### config.mk
export PLATFORM = sky130hd
export DESIGN_NAME = lol_datapath
export DESIGN_NICKNAME = d
export VERILOG_FILES = /design/src/hdl/lol_pkg.sv /design/src/hdl/lol_datapath.sv
export SDC_FILE = /design/constraint.sdc
export NUM_CORES = 2
export LEC_CHECK = 0
export BUFFER_PORTS_ARGS = -buffer_cell sky130_fd_sc_hd__buf_2
export CORE_MARGIN = 10
export CORE_UTILIZATION = 55
export DETAILED_ROUTE_END_ITERATION = 8
export PLACE_DENSITY = 0.69
export SLEW_MARGIN = 10
export SYNTH_ARGS = -nofsm -noshare
export SYNTH_HDL_FRONTEND = slang
export SYNTH_SLANG_ARGS = --single-unit
### constraint.sdc
create_clock -name clk -period 11.4 [get_ports clk]
set_clock_uncertainty 0.1 [all_clocks]
set_input_delay 1.14 -clock clk [delete_from_list [all_inputs] [get_ports clk]]
set_output_delay 1.14 -clock clk [all_outputs]
set_load 0.02 [all_outputs]
### src/hdl/lol_pkg.sv
// package with shared types and codes for the lru order list
`timescale 1ns / 1ps

package lol_pkg;

  localparam int DEF_ENTRIES = 256;
  localparam int IDX_W = 8;
  localparam int LEN_W = 9;
  localparam int KIND_W = 3;
  localparam int STAT_W = 2;

  localparam logic [KIND_W-1:0] KIND_PUSH = 3'd0;
  localparam logic [KIND_W-1:0] KIND_POP = 3'd1;
  localparam logic [KIND_W-1:0] KIND_REMOVE = 3'd2;
  localparam logic [KIND_W-1:0] KIND_MOVE = 3'd3;
  localparam logic [KIND_W-1:0] KIND_CLEAR = 3'd4;

  localparam logic [STAT_W-1:0] STAT_OK = 2'd0;
  localparam logic [STAT_W-1:0] STAT_EMPTY = 2'd1;
  localparam logic [STAT_W-1:0] STAT_NOT_QUEUED = 2'd2;
  localparam logic [STAT_W-1:0] STAT_QUEUED = 2'd3;

  typedef enum logic [2:0] {
    S_IDLE,
    S_DECODE,
    S_UNLINK,
    S_LINK,
    S_DONE
  } state_t;

  typedef struct packed {
    logic capture;
    logic set_status;
    logic [STAT_W-1:0] status_code;
    logic do_link;
    logic do_unlink;
    logic do_clear;
    logic load_out;
  } lol_cmd_t;

  typedef struct packed {
    logic [KIND_W-1:0] kind;
    logic idx_valid;
    logic queued;
    logic len_zero;
    logic is_tail;
  } lol_sts_t;

endpackage

### src/hdl/lol_datapath.sv
// datapath with link memories, membership bits, head, tail and length
`timescale 1ns / 1ps

module lol_datapath import lol_pkg::*; #(
  parameter int ENTRIES = DEF_ENTRIES
) (
  input  logic              clk,
  input  logic              rst,
  input  logic [KIND_W-1:0] in_kind,
  input  logic [IDX_W-1:0]  in_idx,
  input  lol_cmd_t          cmd,
  output lol_sts_t          sts,
  output logic [STAT_W-1:0] out_status,
  output logic [IDX_W-1:0]  out_popped_index,
  output logic              out_popped_valid,
  output logic [LEN_W-1:0]  out_queue_length
);

  localparam int SLOTS = (ENTRIES < (1 << IDX_W)) ? ENTRIES : (1 << IDX_W);
  localparam int AW = $clog2(SLOTS);

  logic [IDX_W-1:0] next_mem [SLOTS];
  logic [IDX_W-1:0] prev_mem [SLOTS];
  logic [SLOTS-1:0] in_list;

  logic [KIND_W-1:0] cur_kind;
  logic [IDX_W-1:0] cur_idx;
  logic [IDX_W-1:0] head;
  logic [IDX_W-1:0] tail;
  logic [LEN_W-1:0] length;
  logic [IDX_W-1:0] rd_next;
  logic [IDX_W-1:0] rd_prev;
  logic [STAT_W-1:0] res_status;
  logic [IDX_W-1:0] res_popped;
  logic res_pvalid;

  logic [IDX_W-1:0] op_slot;
  logic is_pop;
  logic un_head;
  logic un_tail;

  logic nx_we;
  logic [AW-1:0] nx_addr;
  logic [IDX_W-1:0] nx_data;
  logic pv_we;
  logic [AW-1:0] pv_addr;
  logic [IDX_W-1:0] pv_data;

  assign is_pop = (cur_kind == KIND_POP);
  assign op_slot = is_pop ? head : cur_idx;
  assign un_head = (op_slot == head);
  assign un_tail = (op_slot == tail);

  assign sts.kind = cur_kind;
  assign sts.idx_valid = (32'(cur_idx) < ENTRIES);
  assign sts.queued = sts.idx_valid && in_list[AW'(cur_idx)];
  assign sts.len_zero = (length == '0);
  assign sts.is_tail = (cur_idx == tail);

  // link memory write ports
  always_comb begin
    nx_we = 1'b0;
    nx_addr = AW'(tail);
    nx_data = cur_idx;
    pv_we = 1'b0;
    pv_addr = AW'(cur_idx);
    pv_data = tail;
    if (cmd.do_link) begin
      nx_we = (length != '0);
      pv_we = (length != '0);
    end else if (cmd.do_unlink && !un_head && !un_tail) begin
      nx_we = 1'b1;
      nx_addr = AW'(rd_prev);
      nx_data = rd_next;
      pv_we = 1'b1;
      pv_addr = AW'(rd_next);
      pv_data = rd_prev;
    end
  end

  always_ff @(posedge clk) begin
    if (nx_we) next_mem[nx_addr] <= nx_data;
    if (pv_we) prev_mem[pv_addr] <= pv_data;
    rd_next <= next_mem[AW'(op_slot)];
    rd_prev <= prev_mem[AW'(op_slot)];
  end

  always_ff @(posedge clk) begin
    if (rst) begin
      in_list <= '0;
      head <= '0;
      tail <= '0;
      length <= '0;
    end else if (cmd.do_clear) begin
      in_list <= '0;
      head <= '0;
      tail <= '0;
      length <= '0;
    end else if (cmd.do_link) begin
      if (length == '0) head <= cur_idx;
      tail <= cur_idx;
      in_list[AW'(cur_idx)] <= 1'b1;
      length <= length + 1'b1;
    end else if (cmd.do_unlink) begin
      if (un_head && un_tail) begin
        head <= '0;
        tail <= '0;
      end else if (un_head) begin
        head <= rd_next;
      end else if (un_tail) begin
        tail <= rd_prev;
      end
      in_list[AW'(op_slot)] <= 1'b0;
      length <= length - 1'b1;
    end
  end

  always_ff @(posedge clk) begin
    if (cmd.capture) begin
      cur_kind <= in_kind;
      cur_idx <= in_idx;
      res_popped <= '0;
      res_pvalid <= 1'b0;
    end else if (cmd.do_unlink && is_pop) begin
      res_popped <= head;
      res_pvalid <= 1'b1;
    end
    if (cmd.set_status) res_status <= cmd.status_code;
    if (cmd.load_out) begin
      out_status <= res_status;
      out_popped_index <= res_popped;
      out_popped_valid <= res_pvalid;
      out_queue_length <= length;
    end
  end

endmodule

==> impl_metrics.toml <==
[synth]
yosys_register_bits = 4435
synth.avg_cell_area_um2 = 14.1
synth_top_cell_by_area = "edfxtp_1"
synth.top_cell.area_share_pct = 69.6
syn_area_um2 = 178000
synth.distinct_cells = 60
async_flop_share_pct = 0
synth_top_flop_cell = "edfxtp_1"
synth_cells = 12598
yosysWarnings = 0
synth_edf_count = 4129
synth_seq_area_share_pct = 73.1
yosys-top-cells-area = "edfxtp_1, nand2_1, mux2i_1"
synthesis.nets = 12627

[route]
wire_per_inst_um = 29.2
dr.pass1.iters = 9
via_per_inst = 6.52
wl_mm = 498
dr_wl_met3_mm = 60.5
drt_iter0_drc = 16613
drt-met1-wl_mm = 190
drc = 0
num_vias = 111072
wl_met2_mm = 226
detail-route-antenna-nets = 0
top_layer = "met5"

[worst_setup_path]
crit_arrival_ps = 7450
max_stage_delay_ps = 790
end_kind = "register"
critPathSlowestCell = "buf_4"
cp_cell_sequence = "or3b_4, buf_4, mux2i_4, xnor2_1, nor2_1, a311oi_4, buf_4, buf_4, mux2i_1, inv_8, buf_4, buf_4"
critPathBufInv = 6
path_class = "register to register"
required_ps = 11950
path_max_fanout = 109
start_kind = "register"
crit_top_cell = "buf_4"
cpLargestDelayFamily = "buffers and inverters"

[floorplan]
dieArea_um2 = 347000
core_area_um2 = 322000
die_w_um = 589
ios = 48
initial_core_util_pct = 55.4
die_h_um = 589
std_cell_rows = 208

[cts]
post-cts-setup-buffers = 0
cts_buffers = 439
clkLatencyLatePin_ps = 1000
cts_resized = 0
holdBufCountCts = 0
path_clk_slew_ps = 70
cts_tree = "yes"
cts_buffer_depth = 4
cts_root_buf = "clkbuf_16"
cts.sinks = 4435
htreeDepth = 5

[timing]
finalHoldViolCount = 0
period_share_pct = 60.5
slew-limit-headroom_pct = -0.0237
finalMaxSlewViolations = 1
max_freq_mhz = 145
hold_ws_ps = 221
rsz0062_at_grt = "false"
finalSetupTns_ps = 0
min_period_ps = 6900
finalSetupViolations = 0
worstMarginPinSlew_ps = 1490

[place]
gp_congestion = 0.912
hpwl_mm = 295
port_buffers = 46

[global_route]
grt_pass1_wl_mm = 725
grt_start_max_net_pins = 193
grt_use_total_pct = 27.7
grt_pass1_vias = 106557
overflow = 0
antenna_found_initial = 27

[cells_and_area]
finalNetCount = 12379
drive_gt1_share_pct = 10.2
areaGrowthSynthToFinish_pct = 10.4

[run_status]
violations = "max-capacitance violations, max-slew violations"
status = "complete, but fails checks"

[run]
cap_violations = 1

[worst_hold_path]
min_path_type = "primary input to register"

[pwr]
leakagePower_nw = 65.0
power_density_nw_per_um2 = 186
ir_drop_mv = 0.142
==> placed cells by master (no fill, tap or decap), types with 116 or more instances in the layout <==
| cell type | instances |
|---|---|
| edfxtp_1 | 4129 |
| nand2_1 | 2410 |
| nand3_1 | 1159 |
| mux2i_1 | 650 |
| nor2_1 | 608 |
| a211oi_1 | 476 |
| clkbuf_16 | 445 |
| a21oi_1 | 337 |
| dfxtp_1 | 306 |
| mux4_2 | 266 |
| buf_4 | 167 |
| inv_1 | 128 |
| a32oi_1 | 118 |
| a31oi_1 | 116 |
==> metrics by stage <==
stage | instances | cell area [µm²] | utilization (%) | power (mW) | worst slack [ps]
2_1_floorplan | 12598 | 178000 | - | 20.9 | 4200
3_5_place_dp | 16213 | 182000 | 56.7 | 22.4 | 4700
6_report | 17048 | 197000 | 61.1 | 36.5 | 4500
5_1_grt | 17035 | 197000 | 61.1 | 37.4 | 4240
4_1_cts | 17033 | 197000 | 61.1 | 36.5 | 4540
3_3_place_gp | 16208 | 182000 | 56.6 | 22.3 | 4110
==> where the power goes <==
group | switching, mW | internal [mW]
clock network | 6.14 | 8.23
logic | 2.80 | 0.809
registers | 0.138 | 18.4
==> synth_stat cells (all sizes together) (84+ instances only) <==
cell type and count:
edfxtp 4129, nand2 2415, nand3 1159, mux2i 660, clkbuf 639, nor2 633, a211oi 476, a21oi 341
dfxtp 306, buf 283, mux4 266, inv 132, a32oi 118, a31oi 116, nand4 93, and3 84
==> sequential cells by signal, indices dropped and copies added (netlist names), 9 cells and up <==
register / flops
out_queue_length: 9
next_mem: 2048
in_list: 256
prev_mem: 2048
length: 9
==> cell families after synthesis <==
kind of cell             Yosys count  synth area share, %
adder cells (fa/ha/maj)            8               0.0604
XOR/XNOR                          30                0.148
buffers and inverters           1054                 2.35
AND/OR/NAND/NOR                 4628                 11.1
multiplexers                     953                 7.28
flip-flops                      4435                 73.1
other                              1              0.00211
AO/OA/AOI/OAI                   1489                 5.95
==> worst paths after layout <==
check,startpoint,endpoint,slack [ps],cells past startpoint
max,cur_kind[0],prev_mem[200][0],4500,12
max reg2reg,cur_kind[0],prev_mem[200][0],4500,12
min reg2reg,res_status[1],out_status[1],340,0
min,in_idx[2],cur_idx[2],220,1
==> layout make-up <==
type	instances	area, µm²
Antenna cell	14	35.0
Clock buffer	550	11600
Clock inverter	270	2630
Fill cell	23514	125000
Inverter	132	518
Multi-Input combinational cell	7109	44400
Sequential cell	4435	130000
Tap cell	4305	5390
Timing Repair Buffer	233	1890
==> per-layer routing <==
layer / vias up / track usage [%]
li1: 47204 / -
met1: 55650 / 38.6
met3: 1122 / 7.31
met4: 16 / 10.7
met5: - / 0
met2: 7080 / 42.1
Power figures use the tool's default switching activity.
