File: src/hdl/lol_pkg.sv
// package with shared types and codes for the lru order list
`timescale 1ns / 1ps

package lol_pkg;

  localparam int DEF_ENTRIES = 256;
  localparam int IDX_W = 8;
  localparam int LEN_W = 9;
  localparam int KIND_W = 3;
  localparam int STAT_W = 2;

  localparam logic [KIND_W-1:0] KIND_PUSH = 3'd0;
  localparam logic [KIND_W-1:0] KIND_POP = 3'd1;
  localparam logic [KIND_W-1:0] KIND_REMOVE = 3'd2;
  localparam logic [KIND_W-1:0] KIND_MOVE = 3'd3;
  localparam logic [KIND_W-1:0] KIND_CLEAR = 3'd4;

  localparam logic [STAT_W-1:0] STAT_OK = 2'd0;
  localparam logic [STAT_W-1:0] STAT_EMPTY = 2'd1;
  localparam logic [STAT_W-1:0] STAT_NOT_QUEUED = 2'd2;
  localparam logic [STAT_W-1:0] STAT_QUEUED = 2'd3;

  typedef enum logic [2:0] {
    S_IDLE,
    S_DECODE,
    S_UNLINK,
    S_LINK,
    S_DONE
  } state_t;

  typedef struct packed {
    logic capture;
    logic set_status;
    logic [STAT_W-1:0] status_code;
    logic do_link;
    logic do_unlink;
    logic do_clear;
    logic load_out;
  } lol_cmd_t;

  typedef struct packed {
    logic [KIND_W-1:0] kind;
    logic idx_valid;
    logic queued;
    logic len_zero;
    logic is_tail;
  } lol_sts_t;

endpackage

File: src/hdl/lol_ctrl.sv
// controller state machine sequencing list operations
`timescale 1ns / 1ps

module lol_ctrl import lol_pkg::*; (
  input  logic     clk,
  input  logic     rst,
  input  logic     in_valid,
  output logic     in_ready,
  input  logic     out_ready,
  output logic     out_valid,
  input  lol_sts_t sts,
  output lol_cmd_t cmd
);

  state_t state;
  state_t state_next;
  logic out_free;

  assign out_free = !out_valid || out_ready;
  assign in_ready = (state == S_IDLE) && !rst;

  always_ff @(posedge clk) begin
    if (rst) begin
      state <= S_IDLE;
      out_valid <= 1'b0;
    end else begin
      state <= state_next;
      if (cmd.load_out) begin
        out_valid <= 1'b1;
      end else if (out_ready) begin
        out_valid <= 1'b0;
      end
    end
  end

  always_comb begin
    state_next = state;
    case (state)
      S_IDLE: begin
        if (in_valid) state_next = S_DECODE;
      end
      S_DECODE: begin
        state_next = S_DONE;
        case (sts.kind)
          KIND_POP: begin
            if (!sts.len_zero) state_next = S_UNLINK;
          end
          KIND_REMOVE: begin
            if (sts.queued) state_next = S_UNLINK;
          end
          KIND_MOVE: begin
            if (sts.queued && !sts.is_tail) state_next = S_UNLINK;
          end
          default: state_next = S_DONE;
        endcase
      end
      S_UNLINK: begin
        state_next = (sts.kind == KIND_MOVE) ? S_LINK : S_DONE;
      end
      S_LINK: state_next = S_DONE;
      S_DONE: begin
        if (out_free) state_next = S_IDLE;
      end
      default: state_next = S_IDLE;
    endcase
  end

  always_comb begin
    cmd = '0;
    case (state)
      S_IDLE: cmd.capture = in_valid && in_ready;
      S_DECODE: begin
        cmd.set_status = 1'b1;
        cmd.status_code = STAT_OK;
        case (sts.kind)
          KIND_PUSH: begin
            if (!sts.idx_valid) begin
              cmd.status_code = STAT_NOT_QUEUED;
            end else if (sts.queued) begin
              cmd.status_code = STAT_QUEUED;
            end else begin
              cmd.do_link = 1'b1;
            end
          end
          KIND_POP: begin
            if (sts.len_zero) cmd.status_code = STAT_EMPTY;
          end
          KIND_REMOVE, KIND_MOVE: begin
            if (!sts.queued) cmd.status_code = STAT_NOT_QUEUED;
          end
          KIND_CLEAR: cmd.do_clear = 1'b1;
          default: cmd.status_code = STAT_OK;
        endcase
      end
      S_UNLINK: cmd.do_unlink = 1'b1;
      S_LINK: cmd.do_link = 1'b1;
      S_DONE: cmd.load_out = out_free;
      default: cmd = '0;
    endcase
  end

endmodule

File: config.mk
export PLATFORM = sky130hd
export DESIGN_NAME = lol_ctrl
export DESIGN_NICKNAME = d
export VERILOG_FILES = /design/src/hdl/lol_pkg.sv /design/src/hdl/lol_ctrl.sv
export SDC_FILE = /design/constraint.sdc
export NUM_CORES = 1
export LEC_CHECK = 0
export ABC_AREA = 1
export BUFFER_PORTS_ARGS = -buffer_cell sky130_fd_sc_hd__buf_4
export CAP_MARGIN = 5
export CORE_AREA = 2 2 39 41
export CTS_BUF_LIST = sky130_fd_sc_hd__clkbuf_4
export DETAILED_ROUTE_END_ITERATION = 8
export DIE_AREA = 0 0 41 43
export PLACE_DENSITY = 0.49
export SYNTH_ARGS = -nofsm -noshare
export SYNTH_HDL_FRONTEND = slang
export SYNTH_SLANG_ARGS = --single-unit
export TNS_END_PERCENT = 10
File: constraint.sdc
create_clock -name clk -period 2.35 [get_ports clk]
set_clock_uncertainty 0.1 [all_clocks]
set_input_delay 0.235 -clock clk [delete_from_list [all_inputs] [get_ports clk]]
set_output_delay 0.235 -clock clk [all_outputs]
set_load 0.02 [all_outputs]
==> metrics.md, run 1 <==
| Metric | Value |
|---|---|
| Fmax | `~610 MHz` |
| Total core area | `approximately 1400 um^2` |
| Vias in the first global route | `around 380` |
| Top routing layer in use | `met3` |
| WL met3 | `91 um` |
| Antenna Cells | `0` |
| Initial Utilization | `between 20 and 25%` |
| Worst-margin pin slew | `approximately 0.24 ns` |
| Die H | `between 40 and 50 um` |
| Syn Area/Cell | `around 5.7 um^2` |
| Area delta synth->final | `56.8%` |
| Initial antenna violation count | `0` |
| Multi-input combinational cell area | `~210 um^2` |
| Switching Share | `between 30% and 40%` |
| Remaining Overflow, GRT | `0` |
| Max-slew headroom | `a little over four fifths` |
| Count of cell types in the netlist | `16` |
| Setup Fix Bufs, Post-CTS | `0` |
| Top_reg_cell synth | `dfxtp_1` |
| Die ar. | `about 1800 um^2` |
| Synth cell count leaders | `nand2_1, inv_1, nand3_1, nor2_1` |
| Total wire length | `between 800 and 900 um` |
| All-layer global routing usage | `roughly 11%` |
| Horiz. Die Dim | `roughly 41 um` |
| Hold Fails Final Rpt | `0` |
| Required time worst endpoint | `2.02 ns` |
| P_int | `~0.17 mW` |
| Unrepaired setup endpoints after global routing | `no` |
| Met2 wire length | `399 um` |
| Final GP Congestion | `0.680` |
| HPWL after detailed placement | `751 um` |
| Detail Route Antenna Nets | `0` |
| H-tree Lvls | `1` |
| Final Non-Filler Cells | `slightly below 100` |
| WHS | `0.105 ns` |
| Pre-antenna DRT Iters | `2` |
| Arrival time worst endpoint | `about 1.3 ns` |
| Count leader, synth | `nand2_1` |
| Asr flop ratio synth | `0%` |
| Worst min path class | `in -> reg` |
| Post-Synthesis Cells | `60` |
| Placed Cells | `96` |
| First-pass GRT wire length | `approximately 1300 um` |
| Clk slew on worst S/H paths | `0.03 ns` |
| Maxcap violations | `0` |
| Clk sinks | `4` |
| Synth area leader | `dfxtp_1` |
| CTS-repair resized insts | `0` |
| Wirelength per Cell | `8.75 um` |
| Status | `complete, no violations` |
| Io pins | `21` |
| Worst setup SP type | `register` |
| Drt via density | `~4.3` |
| Post-CTS Hold Buffers | `0` |
| Logic pwr share | `a little over a third` |
| Iteration-0 DRC count of the detailed router | `2` |
| Top post-synthesis cells by area | `dfxtp_1, nand2_1, inv_1` |
| Layout Nets | `96` |
| CTS tree | `done` |
| Power Density | `approximately 470 nW/um^2` |
| Top-area cell type share of the netlist area | `about a quarter` |
| Power share of the sequential group | `a little under a third` |
| Final setup fails | `0` |
| Max rail drop VDD | `roughly 0.39 mV` |
| Vias | `430` |
| Worst-path maximum fanout | `4` |
| Synth Cell Area | `approximately 340 um^2` |
| Switching pwr | `0.0801 mW` |
| CP Class | `reg -> out` |
| Clk_lat worst skew | `approximately 0.23 ns` |
| CTS Root Cell | `clkbuf_4` |
| Total Neg Setup Slack | `0 ns` |
| DR DRC count | `0` |
| Post-synth EDFFs | `0` |
| Port Buffer Count | `20` |
| Final worst-path cycle share | `between 60% and 70%` |
| Largest net degree at the start of global routing | `6` |
| Critical Path End Type | `output pin` |
| # fillers | `about 170` |
| Ratio of cells with drive above 1 in the final layout | `between 30% and 40%` |
| Leakage | `around 0.28 nW` |
| M1 WL | `approximately 380 um` |
| Syn Nets | `between 70 and 80` |
| Clock power share | `between 30% and 40%` |
| CTS Buf Count | `3` |
| FF+latch count, synth | `4` |
| YS warnings | `0` |
| Sequential cell area | `around 80 um^2` |
| Fin. max-slew vios | `0` |
| Seq/Total Area, Yosys | `about a quarter` |
| Row count | `14` |
| Max clock buf depth | `2` |
| Min Tclk post-route | `approximately 1.6 ns` |
[critical path: stages, from the launching register on]
cell	delay (ns)
dfxtp_1	0.30
inv_1	0.10
nand2_1	0.09
nor2_2	0.17
inv_1	0.09
nor3_1	0.14
buf_4	0.17
[path summary, 6_finish.rpt]
kind / cells past startpoint / startpoint / end / slack, ns
setup / recovery: 6 / state[2] / cmd[1] / 0.72
hold / removal: 2 / rst / out_valid / 0.11
setup reg to reg: 6 / state[2] / state[0] / 1.24
hold reg to reg: 4 / out_valid / out_valid / 0.49
[kinds of logic (layout without fill, tap and decap cells)]
logic type | after synthesis | in the layout | synth area share [%]
buffers and inverters | 13 | 36 | 14.4
and+or+nand+nor | 37 | 37 | 52.4
DFF | 4 | 4 | 23.6
AOI/OAI and AO/OA | 6 | 6 | 9.59
[placed cells by master, fill, tap and decap left out]
master | Yosys | routed
buf_4 | 0 | 20
nand2_1 | 12 | 12
inv_1 | 11 | 11
nor2_1 | 8 | 8
nand3_1 | 8 | 8
a21oi_1 | 4 | 4
dfxtp_1 | 4 | 4
clkbuf_4 | 0 | 3
inv_2 | 2 | 2
nor2_2 | 2 | 2
nor3_1 | 2 | 2
nor4_1 | 1 | 1
or2_4 | 1 | 1
nor2_4 | 1 | 1
o21ai_1 | 1 | 1
nor3b_1 | 1 | 1
o211ai_1 | 1 | 1
nand4_1 | 1 | 1
[per-layer routing]
layer  vias to the layer above  GRT usage, %
li1                        241             -
met1                       170          10.9
met2                        19          18.1
met3                         0          1.57
met4                         0          8.00
met5                         -             0
[power groups by stage]
stage / Sequential [mW] / Clock [mW] / Combinational (mW)
final: 0.0773 / 0.0814 / 0.0905
after detailed placement: 0.0783 / 0 / 0.0913
after global placement: 0.0783 / 0 / 0.0914
after floorplan: 0.0790 / 0 / 0.0496
after global routing: 0.0778 / 0.0922 / 0.100
after CTS: 0.0773 / 0.0859 / 0.0915
[layout make-up]
cell class                 count  share of cell area [%]
inverter                      13                    9.18
sequential                     4                    15.1
timing repair buffer          20                    28.2
clock buffer                   3                    4.24
multi-input combinational     43                    39.5
tap                           16                    3.76
[state kept, by name, summed over array words and instances (netlist names)]
register,cells
out_valid,1
state,3
[per-stage QoR]
step	util, %	area [um^2]	setup WS, ns	total power, mW
2_1_floorplan	-	339	0.714	0.129
3_3_place_gp	36.8	509	0.913	0.170
3_5_place_dp	36.8	509	0.922	0.170
4_1_cts	38.4	532	0.718	0.255
5_1_grt	38.4	532	0.602	0.270
6_report	38.4	532	0.723	0.249
(Power assumes the default switching activity.)
==> inputs of run 2 (changes only) <==
--- a/config.mk
+++ b/config.mk
@@ -12,7 +12,7 @@
 export CTS_BUF_LIST = sky130_fd_sc_hd__clkbuf_4
 export DETAILED_ROUTE_END_ITERATION = 8
 export DIE_AREA = 0 0 41 43
-export PLACE_DENSITY = 0.49
+export PLACE_DENSITY = 0.51
 export SYNTH_ARGS = -nofsm -noshare
 export SYNTH_HDL_FRONTEND = slang
 export SYNTH_SLANG_ARGS = --single-unit
==> constraint.sdc (replaced) <==
create_clock -name clk -period 1.42 [get_ports clk]
set_clock_uncertainty 0.1 [all_clocks]
set_input_delay 0.142 -clock clk [delete_from_list [all_inputs] [get_ports clk]]
set_output_delay 0.142 -clock clk [all_outputs]
set_load 0.02 [all_outputs]
==> run 2 against run 1 <==
- register-to-register slack worse by 0.93 ns
- power up 82%
- wire length grew 9.4%
- final cell count is 2.0% higher
- first-iteration DRC count decreased by 100%
- design area increased by 11%
- global-route usage is 0.74 points higher
- sequential power grew 73%
- via count grew 5.1%
- die area unchanged
==> metrics.md, run 2 (synthesis results as in run 1) <==
| Metric | Value |
|---|---|
| Fin. max-slew vios | `0` |
| DR DRC count | `0` |
| Detail Route Antenna Nets | `0` |
| Final worst-path cycle share | `slightly below 100%` |
| Vias | `between 400 and 500` |
| Remaining Overflow, GRT | `0` |
| Commonest cells after routing, fill and taps aside | `buf_4, nand2_1, inv_1, nor2_1, nand3_1` |
| First-pass GRT wire length | `approximately 1300 um` |
| Iteration-0 DRC count of the detailed router | `0` |
| Critical Path End Type | `output pin` |
| Largest register FFs | `3` |
| Pre-antenna DRT Iters | `1` |
| Status | `complete, no violations` |
| Unrepaired setup endpoints after global routing | `no` |
| Largest net degree at the start of global routing | `6` |
| Clk slew on worst S/H paths | `0.04 ns` |
| Hold Fails Final Rpt | `0` |
| Total core area | `around 1400 um^2` |
| Die H | `between 40 and 50 um` |
| Io pins | `21` |
| CTS tree | `done` |
| Fin area | `approximately 590 um^2` |
| Area delta synth->final | `74.2%` |
| Reg with most FFs | `state` |
| Fmax | `732 MHz` |
| Vias in the first global route | `365` |
| Max rail drop VDD | `~0.38 mV` |
| Drt via density | `4.48` |
| Final GP Congestion | `0.644` |
| Antenna Cells | `0` |
| Final setup fails | `0` |
| Clk sinks | `4` |
| Leakage | `about 0.3 nW` |
| Clk_lat worst skew | `0.24 ns` |
| Initial Utilization | `24.5%` |
| Setup Fix Bufs, Post-CTS | `0` |
| All-layer global routing usage | `between 10 and 15%` |
| Port Buffer Count | `20` |
| Power Density | `between 700 and 800 nW/um^2` |
| Maxcap violations | `0` |
| CTS Root Cell | `clkbuf_4` |
| CTS Buf Count | `3` |
| Max clock buf depth | `2` |
| Ratio of cells with drive above 1 in the final layout | `49.4%` |
| Total wire length | `around 950 um` |
| Initial antenna violation count | `0` |
| CP Class | `reg -> out` |
| Area after DPL | `522 um^2` |
| Wirelength per Cell | `around 9.4 um` |
| HPWL after detailed placement | `between 700 and 800 um` |
| Arrival time worst endpoint | `roughly 1.1 ns` |
| Min Tclk post-route | `~1.4 ns` |
| Horiz. Die Dim | `41 um` |
| Worst min path class | `in -> reg` |
| Post-layout util | `a little over two fifths` |
| Most common library cell in the layout ignoring fill and taps | `buf_4` |
| Required time worst endpoint | `between 1 and 1.5 ns` |
| Row count | `14` |
| Die ar. | `1760 um^2` |
| Top flop regs | `state (3), out_valid (1)` |
| Layout Nets | `approximately 100` |
| Worst-path maximum fanout | `4` |
| H-tree Lvls | `1` |
| Max-slew headroom | `between 80% and 90%` |
| Worst-margin pin slew | `~0.22 ns` |
| Worst setup SP type | `register` |
==> run 2: cell types whose count changed in the layout (fill, tap and decap cells not counted), moves of 2 or more <==
cell / delta
dfxtp_1: -3
a21oi_1: -2
a21oi_2: +2
dfxtp_2: +3
inv_2: +2
inv_1: -3
==> run 2: worst max-delay path: stages, from the launching register on <==
cell     delay (ns)
dfxtp_2        0.33
inv_4          0.07
nand2_4        0.05
nor2_4         0.11
inv_2          0.06
nor3_2         0.10
buf_4          0.16
==> run 2: final cells by class <==
type,instances,area [um^2]
clock buffer,3,22.5
fill,160,793
inverter,13,51.3
multi-input combinational,43,245
sequential,4,83.8
tap,16,20.0
timing repair buffer,22,168
==> run 2: repair_timing <==
| item | 4_1_cts | 5_1_grt |
|---|---|---|
| hold buffers | 1 | 0 |
| gates resized for setup | 2 | 12 |
| hold endpoints to repair | 2 | 0 |
| pin swaps | 0 | 1 |
| setup endpoints to repair | 4 | 4 |
==> run 2: where the power goes <==
group          total, mW  internal [mW]  leakage, nW  switching [mW]
combinational      0.176         0.0799        0.257          0.0959
clock              0.144         0.0947       0.0138          0.0494
sequential         0.134          0.123       0.0339          0.0107
==> run 2: final timing paths <==
kind / startpoint / endpoint / slack [ns] / depth (start not counted)
max: state[2] / cmd[1] / 0.05 / 6
min: rst / state[2] / 0.08 / 4
max reg2reg: state[2] / state[0] / 0.31 / 6
min reg2reg: out_valid / out_valid / 0.50 / 4
==> run 2: layer usage <==
layer | track usage (%) | share of wire, % | up-vias
met5 | 0 | 0 | -
met4 | 10.0 | 3.0 | 0
met3 | 1.57 | 7.7 | 4
met2 | 19.7 | 48 | 20
met1 | 10.6 | 41 | 188
li1 | - | - | 240
==> run 2: through the flow <==
step | hold WS [ns] | total power, mW | setup TNS (ns) | cells | worst slack [ns]
after floorplan | 0.111 | 0.214 | -0.0568 | 60 | -0.0284
after global placement | 0.245 | 0.288 | 0 | 97 | 0.189
after detailed placement | 0.245 | 0.288 | 0 | 97 | 0.177
after CTS | 0.0698 | 0.442 | -0.0293 | 101 | -0.0293
after global routing | 0.0953 | 0.482 | 0 | 101 | 0.00210
final | 0.0798 | 0.454 | 0 | 101 | 0.0532
==> inputs of run 3 (changes only) <==
--- a/config.mk
+++ b/config.mk
@@ -5,15 +5,16 @@
 export SDC_FILE = /design/constraint.sdc
 export NUM_CORES = 1
 export LEC_CHECK = 0
-export ABC_AREA = 1
+export ABC_AREA = 0
 export BUFFER_PORTS_ARGS = -buffer_cell sky130_fd_sc_hd__buf_4
 export CAP_MARGIN = 5
 export CORE_AREA = 2 2 39 41
 export CTS_BUF_LIST = sky130_fd_sc_hd__clkbuf_4
 export DETAILED_ROUTE_END_ITERATION = 8
 export DIE_AREA = 0 0 41 43
-export PLACE_DENSITY = 0.51
+export PLACE_DENSITY = 0.48
+export REMOVE_ABC_BUFFERS = 1
 export SYNTH_ARGS = -nofsm -noshare
 export SYNTH_HDL_FRONTEND = slang
 export SYNTH_SLANG_ARGS = --single-unit
-export TNS_END_PERCENT = 10
+export TNS_END_PERCENT = 5
==> run 3 against run 2 <==
- non-clock buffer count grew 7
- largest cell class unchanged
- maximum frequency shrank 12%
- combinational power shrank 27%
- the run now ends with negative setup slack left
- die area is the same
- first-iteration DRC count grew 2
==> metrics.md, run 3 <==
| Metric | Value |
|---|---|
| Total Neg Setup Slack | `-0.424 ns` |
| Hold Startpoint | `rst` |
| Max rail drop VDD | `between 0.3 and 0.4 mV` |
| Failing checks | `negative setup slack` |
| Layout Nets | `between 80 and 90` |
| Cells along the critical path | `buf_6 -> or3b_4 -> nor2b_1 -> buf_4` |
| Hold EP | `state[2]` |
| Worst min path class | `in -> reg` |
| Synth cell count leaders | `a21oi_1, nor2_1, dfxtp_1, nand2_1, nand2b_1` |
| Arrival time worst endpoint | `approximately 1.3 ns` |
| Status | `finished, violations left` |
| Worst-margin pin slew | `0.293 ns` |
| Iteration-0 DRC count of the detailed router | `2` |
| Vias in the first global route | `roughly 370` |
| Ratio of cells with drive above 1 in the final layout | `57.5%` |
| FF+latch count, synth | `4` |
| CP Class | `reg -> out` |
| Top_reg_cell synth | `dfxtp_1` |
| Horiz. Die Dim | `~41 um` |
| H-tree Lvls | `1` |
| First-pass GRT wire length | `about 1500 um` |
| R2R cell count | `4` |
| Initial antenna violation count | `0` |
| Post-synth EDFFs | `0` |
| Top-area cell type share of the netlist area | `26.8%` |
| Wirelength per Cell | `between 9 and 10 um` |
| Total wire length | `~850 um` |
| Leakage | `around 0.28 nW` |
| Area delta synth->final | `109%` |
| DR DRC count | `0` |
| Detail Route Antenna Nets | `0` |
| Worst Path Buf+Inv | `2` |
| HPWL after detailed placement | `around 710 um` |
| Die ar. | `approximately 1800 um^2` |
| Max-slew headroom | `between 80 and 90%` |
| Asr flop ratio synth | `0%` |
| Final worst-path cycle share | `109%` |
| Count of cell types in the netlist | `18` |
| Initial Utilization | `21.6%` |
| Commonest cells after routing, fill and taps aside | `buf_4, a21oi_1, buf_6` |
| Pre-antenna DRT Iters | `2` |
| Synth area leader | `dfxtp_1` |
| Worst setup SP type | `register` |
| Seq/Total Area, Yosys | `between 20% and 30%` |
| Maxcap violations | `0` |
| Clk sinks | `4` |
| Clk_lat worst skew | `between 0.2 and 0.25 ns` |
| Hold path cells | `2` |
| Top flop regs | `state (3), out_valid (1)` |
| CTS tree | `done` |
| Synth Cell Area | `about 300 um^2` |
| Vias | `about 400` |
| Fmax | `~650 MHz` |
| Reg with most FFs | `state` |
| Critical Path End Type | `output pin` |
| Worst Slack Setup Final | `-0.130 ns` |
| Antenna Cells | `0` |
| Reg2reg end | `state[1]` |
| Port Buffer Count | `20` |
| Min Tclk post-route | `1.55 ns` |
| Unrepaired setup endpoints after global routing | `yes` |
| Io pins | `21` |
| Final GP Congestion | `0.766` |
| Clk slew on worst S/H paths | `0.04 ns` |
| Tot Pwr | `0.383 mW` |
| CP max-delay cell | `or3b_4` |
| YS warnings | `0` |
| Crit path max-delay family | `simple AND/OR/NAND/NOR gates` |
| Final setup fails | `8` |
| Required time worst endpoint | `around 1.2 ns` |
| Total core area | `1380 um^2` |
| Power Density | `between 600 and 700 nW/um^2` |
| Top post-synthesis cells by area | `dfxtp_1, a21oi_1, nand2b_1` |
| Max clock buf depth | `2` |
| Drt via density | `4.51` |
| Die H | `roughly 43 um` |
| Hold Fails Final Rpt | `0` |
| Count leader, synth | `a21oi_1` |
| Fin. max-slew vios | `0` |
| Most common library cell in the layout ignoring fill and taps | `buf_4` |
| Largest register FFs | `3` |
| WHS | `roughly 0.024 ns` |
| CTS Buf Count | `3` |
| Syn Area/Cell | `roughly 7.3 um^2` |
| Worst-path maximum fanout | `3` |
| Reg-to-Reg Start | `state[1]` |
| CTS Root Cell | `clkbuf_4` |
| Post-Synthesis Cells | `41` |
| Max stage delay on crit path | `0.39 ns` |
| Largest net degree at the start of global routing | `7` |
| All-layer global routing usage | `between 10% and 20%` |
| R2r setup slk | `-0.01 ns` |
| Remaining Overflow, GRT | `0` |
| Row count | `14` |
==> run 3: cell types whose count changed in the layout (fill, tap and decap cells not counted), moves of 4 or more <==
| cell | previous run | this run |
|---|---|---|
| nand2_1 | 11 | 4 |
| nand3_1 | 7 | 0 |
| nand2b_1 | 0 | 4 |
| a21oi_1 | 2 | 7 |
| buf_6 | 0 | 7 |
| inv_2 | 4 | 0 |
| inv_1 | 8 | 0 |
==> run 3: cell type report <==
type / instances / area (um^2)
Tap cell: 16 / 20.0
Timing Repair Buffer: 29 / 244
Clock buffer: 3 / 22.5
Multi-Input combinational cell: 37 / 255
Sequential cell: 4 / 83.8
Fill cell: 149 / 758
==> run 3: how the worst max path moves through the flow <==
stage	from	to	slack, ns	cells past startpoint
after detailed placement	state[1]	state[1]	-0.009	4
after CTS	state[0]	cmd[0]	-0.14	4
after global routing	state[1]	cmd[4]	-0.18	5
final	state[0]	cmd[0]	-0.13	4
after global placement	state[1]	state[1]	0.009	4
after floorplan	state[1]	cmd[7]	-0.30	2
==> run 3: metrics by stage <==
step | setup WS [ns] | cell area (um^2) | utilization, % | cells
finish | -0.130 | 626 | 45.2 | 89
global route | -0.185 | 626 | 45.2 | 89
floorplan | -0.298 | 299 | - | 41
global placement | 0.00912 | 507 | 36.6 | 82
detailed placement | -0.00933 | 507 | 36.6 | 82
CTS | -0.138 | 588 | 42.5 | 88
==> run 3: power by group <==
group | internal (mW) | leakage, nW | switching, mW
combinational | 0.0706 | 0.233 | 0.0581
clock | 0.0940 | 0.0138 | 0.0389
sequential | 0.118 | 0.0339 | 0.00333
total | 0.283 | 0.280 | 0.100
==> run 3: routing by layer <==
metal	vias to the layer above	wire length (um)	global-route usage, %
met4	0	0	4.00
li1	214	-	-
met1	179	382	15.4
met3	0	44	3.14
met5	-	0	0
met2	8	425	17.8
==> run 3: worst reg2reg max path: stages (launching register included) <==
cell and delay [ns]:
dfxtp_2 0.33, nor3b_4 0.21, nand2b_2 0.09, or4_4 0.51, a21oi_1 0.12
==> run 3: timing repair <==
action,CTS,global route
buffers inserted,3,1
endpoints found under the setup margin,7,10
resized for setup,11,6
gates cloned,0,0
hold buffers,0,0
pin swaps,5,3
==> run 3: logic make-up after synthesis <==
kind of cell / count (synthesis) / synth area share [%]
AO/OA/AOI/OAI: 10 / 19.2
flip-flops: 4 / 26.8
AND/OR/NAND/NOR: 27 / 54.0
